**src/sv/sma_pkg.sv**
```systemverilog
// Shared types and constants for the small matrix arithmetic core.
// No dependencies; imported by the controller, the datapath and the top level.
`timescale 1ns / 1ps
`default_nettype none

package sma_pkg;

  localparam int unsigned IDX_W     = 3;   // row / column field width
  localparam int unsigned VAL_W     = 32;  // Q16.16 element width
  localparam int unsigned DIM_W     = 4;   // dimension register width
  localparam int unsigned CFG_IDX_W = 2;   // config register index width
  localparam int unsigned FIELD_W   = 2 * IDX_W + VAL_W;
  localparam int unsigned TDATA_W   = ((FIELD_W + 7) / 8) * 8;
  localparam int unsigned PAD_W     = TDATA_W - FIELD_W;

  typedef enum logic [2:0] {
    FN_LOAD_A = 3'd0,
    FN_LOAD_B = 3'd1,
    FN_MUL    = 3'd2,
    FN_ADD    = 3'd3,
    FN_SUB    = 3'd4,
    FN_TRANS  = 3'd5
  } sma_func_e;

  typedef enum logic [CFG_IDX_W-1:0] {
    REG_ROWS_A = 2'd0,
    REG_COLS_A = 2'd1,
    REG_ROWS_B = 2'd2,
    REG_COLS_B = 2'd3
  } sma_reg_e;

  typedef enum logic [2:0] {
    ST_IDLE,
    ST_ERR,
    ST_MAC,
    ST_DRAIN,
    ST_EMIT
  } sma_state_e;

  // controller -> datapath
  typedef struct packed {
    logic             wr_a;      // load element into A
    logic             wr_b;      // load element into B
    logic             rd_en;     // issue one operand read / MAC term
    sma_func_e        op;
    logic [IDX_W-1:0] i;         // result row
    logic [IDX_W-1:0] j;         // result column
    logic [IDX_W-1:0] k;         // inner index of the dot product
    logic             first;     // first term of an element
    logic             last;      // final term of an element
    logic             load_out;  // move result into the output register
    logic             out_last;
    logic             out_err;
  } sma_cmd_t;

  // datapath -> controller
  typedef struct packed {
    logic acc_done;  // accumulator holds a finished element
    logic out_free;  // output register can take a new item this cycle
  } sma_sts_t;

endpackage

`default_nettype wire

```
**src/sv/sma_ctrl.sv**
```systemverilog
// Controller FSM: config registers, loop counters, command sequencing.
// Depends on sma_pkg; drives sma_datapath through sma_cmd_t.
`timescale 1ns / 1ps
`default_nettype none

module sma_ctrl #(
  parameter int unsigned MAX_DIM = 8
) (
  input  wire                            clk_i,
  input  wire                            rst_ni,
  input  wire                            s_valid_i,
  output logic                           s_ready_o,
  input  sma_pkg::sma_func_e             func_i,
  input  wire [sma_pkg::IDX_W-1:0]       row_i,
  input  wire [sma_pkg::IDX_W-1:0]       col_i,
  input  wire                            cfg_valid_i,
  output logic                           cfg_ready_o,
  input  wire [sma_pkg::CFG_IDX_W-1:0]   cfg_index_i,
  input  wire [sma_pkg::DIM_W-1:0]       cfg_data_i,
  input  sma_pkg::sma_sts_t              sts_i,
  output sma_pkg::sma_cmd_t              cmd_o
);
  import sma_pkg::*;

  sma_state_e       state_q, state_d;
  sma_func_e        op_q, op_d;
  logic [IDX_W-1:0] nr_q, nr_d, nc_q, nc_d, nk_q, nk_d;  // extents minus one
  logic [IDX_W-1:0] i_q, i_d, j_q, j_d, k_q, k_d;
  logic [DIM_W-1:0] rows_a_q, cols_a_q, rows_b_q, cols_b_q;
  logic [IDX_W-1:0] ra, ca, rb, cb;
  logic             in_range;

  // clamp to 1..MAX_DIM, return minus one
  function automatic logic [IDX_W-1:0] dim_m1(input logic [DIM_W-1:0] r);
    if (r == '0) begin
      return '0;
    end else if (r > DIM_W'(MAX_DIM)) begin
      return IDX_W'(MAX_DIM - 1);
    end else begin
      return IDX_W'(r - DIM_W'(1));
    end
  endfunction

  assign ra = dim_m1(rows_a_q);
  assign ca = dim_m1(cols_a_q);
  assign rb = dim_m1(rows_b_q);
  assign cb = dim_m1(cols_b_q);

  assign in_range = ({1'b0, row_i} < (IDX_W + 1)'(MAX_DIM)) &&
                    ({1'b0, col_i} < (IDX_W + 1)'(MAX_DIM));

  assign cfg_ready_o = 1'b1;

  always_ff @(posedge clk_i or negedge rst_ni) begin
    if (!rst_ni) begin
      rows_a_q <= DIM_W'(8);
      cols_a_q <= DIM_W'(8);
      rows_b_q <= DIM_W'(8);
      cols_b_q <= DIM_W'(8);
    end else if (cfg_valid_i) begin
      unique case (sma_reg_e'(cfg_index_i))
        REG_ROWS_A: rows_a_q <= cfg_data_i;
        REG_COLS_A: cols_a_q <= cfg_data_i;
        REG_ROWS_B: rows_b_q <= cfg_data_i;
        REG_COLS_B: cols_b_q <= cfg_data_i;
        default:    rows_a_q <= rows_a_q;
      endcase
    end
  end

  always_ff @(posedge clk_i or negedge rst_ni) begin
    if (!rst_ni) begin
      state_q <= ST_IDLE;
      op_q    <= FN_LOAD_A;
      nr_q    <= '0;
      nc_q    <= '0;
      nk_q    <= '0;
      i_q     <= '0;
      j_q     <= '0;
      k_q     <= '0;
    end else begin
      state_q <= state_d;
      op_q    <= op_d;
      nr_q    <= nr_d;
      nc_q    <= nc_d;
      nk_q    <= nk_d;
      i_q     <= i_d;
      j_q     <= j_d;
      k_q     <= k_d;
    end
  end

  always_comb begin
    state_d   = state_q;
    op_d      = op_q;
    nr_d      = nr_q;
    nc_d      = nc_q;
    nk_d      = nk_q;
    i_d       = i_q;
    j_d       = j_q;
    k_d       = k_q;
    s_ready_o = 1'b0;
    cmd_o     = '0;
    cmd_o.op  = op_q;
    cmd_o.i   = i_q;
    cmd_o.j   = j_q;
    cmd_o.k   = k_q;

    unique case (state_q)
      ST_IDLE: begin
        s_ready_o = 1'b1;
        if (s_valid_i) begin
          op_d = func_i;
          i_d  = '0;
          j_d  = '0;
          k_d  = '0;
          unique case (func_i)
            FN_LOAD_A: cmd_o.wr_a = in_range;
            FN_LOAD_B: cmd_o.wr_b = in_range;
            FN_MUL: begin
              if (ca != rb) begin
                state_d = ST_ERR;
              end else begin
                nr_d    = ra;
                nc_d    = cb;
                nk_d    = ca;
                state_d = ST_MAC;
              end
            end
            FN_ADD, FN_SUB: begin
              if ((ra != rb) || (ca != cb)) begin
                state_d = ST_ERR;
              end else begin
                nr_d    = ra;
                nc_d    = ca;
                nk_d    = '0;
                state_d = ST_MAC;
              end
            end
            FN_TRANS: begin
              nr_d    = ca;
              nc_d    = ra;
              nk_d    = '0;
              state_d = ST_MAC;
            end
            default: state_d = ST_IDLE;  // unused codes are dropped
          endcase
        end
      end

      ST_ERR: begin
        if (sts_i.out_free) begin
          cmd_o.load_out = 1'b1;
          cmd_o.i        = '0;
          cmd_o.j        = '0;
          cmd_o.out_last = 1'b1;
          cmd_o.out_err  = 1'b1;
          state_d        = ST_IDLE;
        end
      end

      ST_MAC: begin
        cmd_o.rd_en = 1'b1;
        cmd_o.first = (k_q == '0);
        cmd_o.last  = (k_q == nk_q);
        if (k_q == nk_q) begin
          k_d     = '0;
          state_d = ST_DRAIN;
        end else begin
          k_d = k_q + IDX_W'(1);
        end
      end

      ST_DRAIN: begin
        if (sts_i.acc_done) begin
          state_d = ST_EMIT;
        end
      end

      ST_EMIT: begin
        if (sts_i.out_free) begin
          cmd_o.load_out = 1'b1;
          cmd_o.out_last = (i_q == nr_q) && (j_q == nc_q);
          if ((i_q == nr_q) && (j_q == nc_q)) begin
            state_d = ST_IDLE;
          end else begin
            state_d = ST_MAC;
            if (j_q == nc_q) begin
              j_d = '0;
              i_d = i_q + IDX_W'(1);
            end else begin
              j_d = j_q + IDX_W'(1);
            end
          end
        end
      end

      default: state_d = ST_IDLE;
    endcase
  end

`ifndef SYNTH
  // the MAC pipeline finishes an element only while the FSM waits for it
  ap_done_in_drain: assert property (@(posedge clk_i) disable iff (!rst_ni)
    sts_i.acc_done |-> (state_q == ST_DRAIN))
    else $error("accumulator finished outside DRAIN");

  // loop indices never run past the latched extents
  ap_k_bound: assert property (@(posedge clk_i) disable iff (!rst_ni)
    cmd_o.rd_en |-> ((k_q <= nk_q) && (i_q <= nr_q) && (j_q <= nc_q)))
    else $error("loop index out of range");
`endif

endmodule

`default_nettype wire

```
**config.mk**
```make
export PLATFORM = sky130hd
export DESIGN_NAME = sma_ctrl
export DESIGN_NICKNAME = d
export VERILOG_FILES = /design/src/sv/sma_pkg.sv /design/src/sv/sma_ctrl.sv
export SDC_FILE = /design/constraint.sdc
export NUM_CORES = 1
export LEC_CHECK = 0
export BUFFER_PORTS_ARGS = -buffer_cell sky130_fd_sc_hd__buf_2
export CORE_AREA = 3 3 77 72
export DETAILED_ROUTE_END_ITERATION = 8
export DIE_AREA = 0 0 80 75
export PLACE_DENSITY = 0.79
export SYNTH_ARGS = -nofsm -noshare
export SYNTH_HDL_FRONTEND = slang
export SYNTH_SLANG_ARGS = --single-unit
```
**constraint.sdc**
```tcl
create_clock -name clk_i -period 3.71 [get_ports clk_i]
set_clock_uncertainty 0.15 [all_clocks]
set_input_delay 0.371 -clock clk_i [delete_from_list [all_inputs] [get_ports clk_i]]
set_output_delay 0.371 -clock clk_i [all_outputs]
set_load 0.01 [all_outputs]
```
; ---- Yosys cells after proc, flatten, opt, wreduce, memory -nomap -nowiden
; Index checks and enable logic that the tools add are counted.
[totals]
ff_bits = 40
in_bits = 21
output_inout_bits = 22
wordCells = 127
[classes]
addsub = 7
magnitude_cmp = 4
n_eq_ne = 28
muxes = 51
reduce_logical = 25
[op_table]
columns = operator, n
row1 = 3-bit two-way mux, 28
row2 = 3-bit one-hot mux with 3 select lines, 3
row3 = "2-bit inequality test, second input constant", 10
row4 = 3-bit one-hot mux with 2 select lines, 3
row5 = "4-bit > comparator, second input constant", 4
row6 = 4-bit zero test, 4
row7 = 3-bit one-hot mux with 5 select lines, 1
row8 = 2-bit two-way mux, 7
row9 = "3-bit by 2-bit equality test with 1-bit output, second input constant", 4
row10 = 6-bit two-way mux, 2
row11 = 3-bit one-hot mux with 4 select lines, 1
row12 = 2-bit AND reduction, 6
row13 = "3-bit by 1-bit subtractor with 3-bit output, second input constant", 4
row14 = 5-bit AND reduction, 2
row15 = "3-bit by 1-bit adder with 3-bit output, second input constant", 3
row16 = 3-bit equality test, 3
row17 = "3-bit equality test, second input constant", 3
row18 = 3-bit zero test, 3
row19 = 3-bit inequality test, 3
row20 = "3-bit by 1-bit equality test with 1-bit output, second input constant", 2
row21 = 6-bit AND reduction, 1
row22 = 1-bit two-way mux, 5
row23 = "2-bit equality test, second input constant", 2
row24 = 2-bit one-hot mux with 2 select lines, 1
row25 = 8 further kinds, 10

; ---- Depth between registers and ports, before layout
; Gate-level depths: netlist of run 1.
[depth]
ltp_word = 9
depth_mapped = 9
depth_no_buf = 9

; ---- Worst setup path before layout of run 1
; No wires, ideal clock.
[synth_timing]
path_type = reg-to-reg
start = register rows_b_q[0]
end = register nc_q[0]
setup_ns = 0.125
t_arrival_ns = 2.290
required_ns = 3.435
setup_slack_ns = 1.145
stages_incl_launch_ff = 10
path_buffers = 0
period_less_slack_ns = 2.565
cell_sequence = dfrtp_1 inv_1 ha_1 or4_1 a211o_1 nand4b_1 o211ai_2 nand3_2 nand3_4 mux2_4
[synth_between]
elab_chain_len = 7
word_cells_on_any_way = 11
cone_classes = add/sub: 1 / order compare: 1 / eq/ne: 4 / mux: 2 / reduce/logical: 3
[synth_lines]
columns = element, line
row1 = from (decl), sma_ctrl.sv:29  ; logic [DIM_W-1:0] rows_a_q, cols_a_q, rows_b_q, cols_b_q;
row2 = from (signal assigned), sma_ctrl.sv:64  ; REG_ROWS_B: rows_b_q <= cfg_data_i;
row3 = 4-bit > comparator / 3-bit by 1-bit subtractor with 3-bit output (equally long branches), "sma_ctrl.sv:37, sma_ctrl.sv:40"
row4 = 3-bit two-way mux, sma_ctrl.sv:37  ; end else if (r > DIM_W'(MAX_DIM)) begin
row5 = 3-bit two-way mux (*), sma_ctrl.sv:35  ; if (r == '0) begin
row6 = 3-bit inequality test, sma_ctrl.sv:131  ; if ((ra != rb) || (ca != cb)) begin
row7 = 1-bit logical OR, sma_ctrl.sv:131
row8 = 2-bit inequality test (no source line), --
row9 = 5-bit AND reduction (no source line) (*), --
row10 = to (signal assigned), sma_ctrl.sv:85  ; nc_q <= nc_d;
row11 = to (decl), sma_ctrl.sv:27  ; logic [IDX_W-1:0] nr_q, nr_d, nc_q, nc_d, nk_q, nk_d;
; Mark *: on every way between the ends. The rest lies on a longest branch, timed or not.
; A chain may end at the register's enable or synchronous reset.

; ---- Worst setup path in the final report of run 1
; Ends and elaborated chain as after synthesis.

==> impl_metrics.env, run 1 <==
export IMPL_status="finished, final reports clean"
export IMPL_synth_top_cell_area_share_pct=33.1
export IMPL_floorplan_die_width_um=80
export IMPL_fp_dieH_um=75
export IMPL_detail_route_first_pass_iterations=4
export IMPL_synth_flop_cell="dfrtp_1"
export IMPL_ys_seq_elements=40
export IMPL_htreeDepth=2
export IMPL_synthTopCellsByArea="dfrtp_1 (33%), mux2_2 (5.8%), mux2_4 (5.0%)"
export IMPL_fin_crit_ns=2.75
export IMPL_netlist_instances=293
export IMPL_tightest_slew_ns=0.875
export IMPL_setup_worst_path_start="rows_b_q[0]$_DFFE_PN0P_"
export IMPL_maxSlewViolCount=0
export IMPL_powerDensity_nw_per_um2=584
export IMPL_syn_to_final_growth_pct=11.5
export IMPL_place_congestion=0.827
export IMPL_grt_use_total_pct=19.2
export IMPL_peakVddDrop_mv=0.335
export IMPL_grt_max_degree=41
export IMPL_rsz0062_at_grt="no"
export IMPL_cpMaxStageDelayCell="or4_1"
export IMPL_grt_ovfl_total=0
export IMPL_reg2reg_to="nc_q[0]$_DFFE_PN0P_"
export IMPL_cts_repair_resized=0
export IMPL_hold_path_class="in -> async"
export IMPL_finalPower_mw=1.77
export IMPL_max_stage_delay_ns=0.54
export IMPL_start_kind="register"
export IMPL_io_buffers=35
export IMPL_path_cells="inv_1 > ha_1 > or4_1 > a211o_1 > nand4b_1 > o211ai_2 > nand3_2 > nand3_4 > mux2_4"
export IMPL_tritoncts="yes"
export IMPL_drive_gt1_share_pct=24.6
export IMPL_cts_root_buffer="clkbuf_8"
export IMPL_vias=2176
export IMPL_yosysWarningCount=0
export IMPL_cts_hold_buf=0
export IMPL_clock_sinks=40
export IMPL_yosys_area_top_type="dfrtp_1"
export IMPL_r2r_slack_ns=0.96
export IMPL_worstSetupPathType="reg -> reg"
export IMPL_dpl_hpwl_um=4180
export IMPL_detail_route_wl_per_cell_um=14.0
export IMPL_pre_cts_ws_ns=0.972
export IMPL_cts_setup_buffers=0
export IMPL_num_rows=24
export IMPL_final_cell_mix="dfrtp_1 (36), nand2_1 (35), buf_2 (35), inv_1 (22)"
export IMPL_cp_data_required_time_ns=3.74
export IMPL_viasPerCell=5.58
export IMPL_fmax_mhz=364
export IMPL_clock_latency_ns=0.29
export IMPL_crit_path_end="nc_q[0]$_DFFE_PN0P_"
export IMPL_setup_viol=0
export IMPL_cellLeakagePower_nw=1.42
export IMPL_dieArea_um2=6000
export IMPL_syn_area_um2=2720
export IMPL_grt_pass1_wl_um=8830
export IMPL_yosysSeqAreaShare_pct=37.0
export IMPL_core_area_um2=4800
export IMPL_maxCapViolCount=0
export IMPL_synthesis_nets=322
export IMPL_fin_crit_sh_pct=74.0
export IMPL_setup_ws_ns=0.964
export IMPL_ant_nets=0
export IMPL_cts_buffer_depth=2
export IMPL_grt_pass1_vias=2020
export IMPL_synth_lib_cells_used_distinct=61
export IMPL_reg2reg_from="rows_b_q[0]$_DFFE_PN0P_"
export IMPL_antenna_found_initial=0
export IMPL_path_clk_slew_ns=0.08
export IMPL_cts_buffers=5
export IMPL_seq_area_um2=1010
export IMPL_crit_path_end_kind="register"
export IMPL_finalNetCount=353
export IMPL_synth_edf_count=0
export IMPL_worstPathArrival_ns=2.78
export IMPL_final_hold_viol_count=0
export IMPL_nFillCells=412
export IMPL_reg2regPathDepth=9
export IMPL_fin_tns_setup_ns=0
export IMPL_drt_iter0_markers=90
export IMPL_drc=0
export IMPL_mostFrequentLayoutCell="dfrtp_1"
export IMPL_diodes=0
export IMPL_holdWs_ns=0.0418
export IMPL_multi_input_area_um2=1580
export IMPL_initial_core_util_pct=56.6
export IMPL_cp_max_fo=9
export IMPL_synth_async_sr_flop_share_pct=100
export IMPL_slew_headroom_pct=41.7
export IMPL_io_pins=43
export IMPL_syn_avg_cell_area_um2=9.28
export IMPL_wirelength_um=5460
synth_stat cells (2+ instances only):
library cell	number
dfrtp_1	36
nand2_1	35
inv_1	22
nor2_1	18
o21ai_0	18
a21oi_1	15
mux2_2	14
nor2b_1	13
xnor2_1	10
mux2_4	9
clkbuf_1	8
ha_1	8
xor2_1	8
nand2b_1	6
nor3_1	6
dfstp_2	4
maj3_1	4
o22ai_1	4
nand3b_1	3
nor3b_1	3
a211o_1	2
a22o_1	2
a22oi_1	2
and2_1	2
maj3_2	2
mux2i_1	2
nand3_1	2
o41ai_1	2
worst min-delay path by stage:
stage / start / endpoint / slack (ns) / depth (start not counted)
4_1_cts: rst_ni / state_q[2]$_DFFE_PN0P_ / 0.07 / 1
5_1_grt: rst_ni / state_q[2]$_DFFE_PN0P_ / 0.11 / 1
6_report: rst_ni / k_q[1]$_DFFE_PN0P_ / 0.04 / 1
3_5_place_dp: op_q[1]$_DFFE_PN0P_ / op_q[1]$_DFFE_PN0P_ / 0.31 / 2
3_3_place_gp: op_q[1]$_DFFE_PN0P_ / op_q[1]$_DFFE_PN0P_ / 0.31 / 2
2_1_floorplan: rst_ni / cols_a_q[0]$_DFFE_PN0P_ / -0.07 / 0
through the flow:
stage                     util (%)  cell area [um2]  instances
final                         63.1             3030        390
after global routing          63.1             3030        390
after CTS                     63.1             3030        390
after detailed placement      60.8             2920        382
after global placement        60.8             2920        382
after floorplan                  -             2720        293
power by group:
group | switching, mW | internal [mW]
clock network | 0.151 | 0.200
logic | 0.395 | 0.356
registers | 0.110 | 0.558
total | 0.657 | 1.11
worst max-delay path, delay by kind of cell, from the launching register on:
family                     cells  cell delay (ns)
AOI/OAI and AO/OA              2             0.39
adders and majority gates      1             0.37
buffers and inverters          1             0.05
DFF                            1             0.36
muxes                          1             0.35
and+or+nand+nor                4             0.96
logic make-up (layout without fill, tap and decap cells):
family / after synthesis / in the layout / share of synthesized area [%]
adders and majority gates: 14 / 14 / 5.98
other: 1 / 1 / 0.138
DFF: 40 / 40 / 37.0
AOI/OAI and AO/OA: 58 / 58 / 14.0
buffers and inverters: 33 / 65 / 4.97
muxes: 25 / 25 / 11.5
xor gates and xnor gates: 18 / 18 / 5.80
and+or+nand+nor: 104 / 104 / 20.6
per-layer routing:
| layer | part of all wire [%] | GRT usage, % |
|---|---|---|
| met1 | 44 | 23.8 |
| met2 | 49 | 32.5 |
| met3 | 5.1 | 5.26 |
| met4 | 1.8 | 6.57 |
| met5 | 0 | 0 |
area by class of cell:
type                            count  share of cell area, %
Clock buffer                        6                   2.39
Inverter                           22                   2.73
Sequential cell                    40                   33.2
Tap cell                           65                   2.68
Multi-Input combinational cell    220                   52.1
Timing Repair Buffer               35                   5.78
Clock inverter                      2                   1.16
registers in the layout (all words and copies together), names as in the netlist:
register,flops
cols_a_q,4
cols_b_q,4
rows_a_q,4
rows_b_q,4
i_q,3
j_q,3
k_q,3
nc_q,3
nk_q,3
nr_q,3
op_q,3
state_q,3
No activity file was read; power rests on OpenSTA's default activity.
==> run 2, diff against run 1 <==
- ABC_AREA: default -> 1
- CORE_AREA: 3 3 77 72 -> 3 3 79 74
- DIE_AREA: 0 0 80 75 -> 0 0 82 77
- PLACE_DENSITY: 0.79 -> 0.75
- clock period: 3.71 -> 2.5 ns (I/O delays scaled with it)
==> impl_metrics.env, run 2 <==
export IMPL_status="finished, final reports clean"
export IMPL_internal_power_mw=1.45
export IMPL_cp_data_required_time_ns=2.10
export IMPL_dieArea_um2=6310
export IMPL_vias=2262
export IMPL_tightest_slew_ns=0.869
export IMPL_cts_hold_buf=1
export IMPL_setup_ws_ns=0.283
export IMPL_num_rows=25
export IMPL_syn_avg_cell_area_um2=6.92
export IMPL_synthesis_nets=401
export IMPL_ant_nets=0
export IMPL_finalPower_mw=2.49
export IMPL_detail_route_wl_per_cell_um=10.6
export IMPL_wl_met1_um=2370
export IMPL_core_area_um2=5130
export IMPL_slew_headroom_pct=42.1
export IMPL_dr_wl_met3_um=202
export IMPL_grt_use_total_pct=17.8
export IMPL_cts_buffers=5
export IMPL_cellLeakagePower_nw=1.61
export IMPL_pre_cts_ws_ns=0.443
export IMPL_grt_pass1_vias=2117
export IMPL_htreeDepth=2
export IMPL_reg2reg_to="nc_q[0]$_DFFE_PN0P_"
export IMPL_fp_dieH_um=77
export IMPL_crit_path_end_kind="output port"
export IMPL_synth_top_cell_area_share_pct=35.0
export IMPL_yosysSeqAreaShare_pct=39.1
export IMPL_viasPerCell=4.70
export IMPL_detail_route_first_pass_iterations=4
export IMPL_finalNetCount=442
export IMPL_power_frac_clock_pct=17.8
export IMPL_fmax_mhz=451
export IMPL_antenna_found_initial=0
export IMPL_ys_seq_elements=40
export IMPL_path_clk_slew_ns=0.07
export IMPL_yosysMostFrequentCell="nand2_1"
export IMPL_synth_flop_cell="dfrtp_1"
export IMPL_p_sw_mw=1.03
export IMPL_peakVddDrop_mv=0.352
export IMPL_top_layer="met4"
export IMPL_rsz0062_at_grt="no"
export IMPL_post_route_util_pct=57.0
export IMPL_maxSlewViolCount=0
export IMPL_worstSetupPathType="reg -> out"
export IMPL_cts_setup_buffers=0
export IMPL_yosys_area_top_type="dfrtp_1"
export IMPL_wirelength_um=5100
export IMPL_mostFrequentLayoutCell="nand2_1"
export IMPL_synthTopCellsByArea="dfrtp_1 (35%), nand2_1 (19%), inv_1 (7.0%)"
export IMPL_pwr_share_comb_pct=44.4
export IMPL_setup_worst_path_start="state_q[1]$_DFFE_PN0P_"
export IMPL_r2r_slack_ns=0.46
export IMPL_setup_viol=0
export IMPL_netlist_top_cells_count="nand2_1 (127), inv_1 (48), dfrtp_1 (36), nor2_1 (31), o21ai_0 (31)"
export IMPL_final_hold_viol_count=0
export IMPL_final_cell_mix="nand2_1 (127), inv_1 (48), dfrtp_1 (36), buf_2 (35)"
export IMPL_grt_pass1_wl_um=8990
export IMPL_io_buffers=35
export IMPL_synth_lib_cells_used_distinct=33
export IMPL_cpMaxStageDelayCell="dfrtp_1"
export IMPL_cts_buffer_depth=2
export IMPL_power_share_sequential_pct=37.8
export IMPL_synth_edf_count=0
export IMPL_diodes=0
export IMPL_drc=0
export IMPL_p_sw_share_pct=41.6
export IMPL_io_pins=43
export IMPL_crit_path_end="cmd_o[19]"
export IMPL_worstPathArrival_ns=1.82
export IMPL_clock_sinks=40
export IMPL_cts_root_buffer="clkbuf_8"
export IMPL_max_stage_delay_ns=0.42
export IMPL_powerDensity_nw_per_um2=852
export IMPL_start_kind="register"
export IMPL_maxCapViolCount=0
export IMPL_tritoncts="yes"
export IMPL_cpMostUsedCell="inv_2"
export IMPL_yosysWarningCount=0
export IMPL_syn_to_final_growth_pct=13.5
export IMPL_initial_core_util_pct=50.2
export IMPL_floorplan_die_width_um=82
export IMPL_fin_crit_ns=2.22
export IMPL_synth_async_sr_flop_share_pct=100
export IMPL_reg2reg_from="cols_a_q[0]$_DFFE_PN0P_"
export IMPL_grt_ovfl_total=0
export IMPL_netlist_instances=372
export IMPL_reg2regPathDepth=12
export IMPL_grt_max_degree=41
export IMPL_met2_length_um=2470
export IMPL_hold_path_class="in -> reg"
export IMPL_cts_repair_resized=0
export IMPL_clock_latency_ns=0.29
export IMPL_syn_area_um2=2570
export IMPL_cp_max_fo=7
export IMPL_dpl_hpwl_um=4050
export IMPL_place_congestion=0.822
export IMPL_drive_gt1_share_pct=17.6
export IMPL_fin_crit_sh_pct=88.7
export IMPL_fin_tns_setup_ns=0
export IMPL_drt_iter0_markers=82
export IMPL_path_cells="nor2_1 > inv_2 > nor2_4 > inv_2 > nor2_2 > inv_1 > nor3_1 > buf_2"
==> run 2: changes by cell type after synthesis, sizes merged, moves of 6 or more <==
cell    before  now
inv         22   60
mux2        23    0
nand3        4   27
clkbuf       8    0
a21oi       15    5
nor2b       13    0
nand2       35  132
o21ai       18   37
nor2        18   35
nand2b       6    0
maj3         6    0
xor2         8    1
==> run 2: final cells by class <==
cell class | instances | area, um2
multi-input cells | 269 | 1320
well taps | 67 | 83.8
inverters | 61 | 234
flip-flops and latches | 40 | 1010
fillers | 502 | 2210
repair buffers | 36 | 185
clock buffers | 8 | 90.1
==> run 2: how the worst min path moves through the flow <==
stage	from	end	slack [ns]	cells after the start
CTS	func_i[0]	op_q[0]$_DFFE_PN0P_	0.08	3
detailed placement	rst_ni	i_q[0]$_DFFE_PN0P_	0.27	1
finish	func_i[0]	op_q[0]$_DFFE_PN0P_	0.09	3
floorplan	rst_ni	cols_a_q[0]$_DFFE_PN0P_	-0.20	0
global route	func_i[0]	op_q[0]$_DFFE_PN0P_	0.10	3
global placement	rst_ni	j_q[2]$_DFFE_PN0P_	0.27	1
==> run 2: logic make-up (layout without fill, tap and decap cells) <==
kind of cell / count (synthesis) / in the layout / share of synthesized area (%)
compound gates: 48 / 48 / 10.4
xor+xnor: 11 / 11 / 3.74
fa+ha+maj: 8 / 8 / 3.89
buf+inv: 63 / 105 / 9.57
flops: 40 / 40 / 39.1
other cells: 1 / 1 / 0.146
simple gates: 201 / 201 / 33.2
==> run 2: power by group through the flow <==
stage	clock [mW]	combinational, mW	sequential, mW
after detailed placement	0	1.11	0.954
after CTS	0.459	1.12	0.942
after global routing	0.481	1.29	0.966
after global placement	0	1.08	0.948
after floorplan	0	0.837	0.948
final	0.443	1.11	0.942
==> run 2: critical path: cells and delay by family (launching register included) <==
family	cells	cell delay, ns
flops	1	0.42
simple gates	4	0.66
buf+inv	4	0.44
==> run 2: metal layers <==
layer  GRT usage, %  up-vias
li1               -     1241
met1           22.5      977
met2           30.5       38
met3           3.52        6
met4           4.49        0
met5              0        -
==> run 2: through the flow <==
stage | cells | cell area, um2 | hold WS (ns)
after floorplan | 372 | 2570 | -0.196
after global placement | 472 | 2820 | 0.274
after detailed placement | 472 | 2820 | 0.267
after CTS | 481 | 2920 | 0.0792
after global routing | 481 | 2920 | 0.103
final | 481 | 2920 | 0.0925
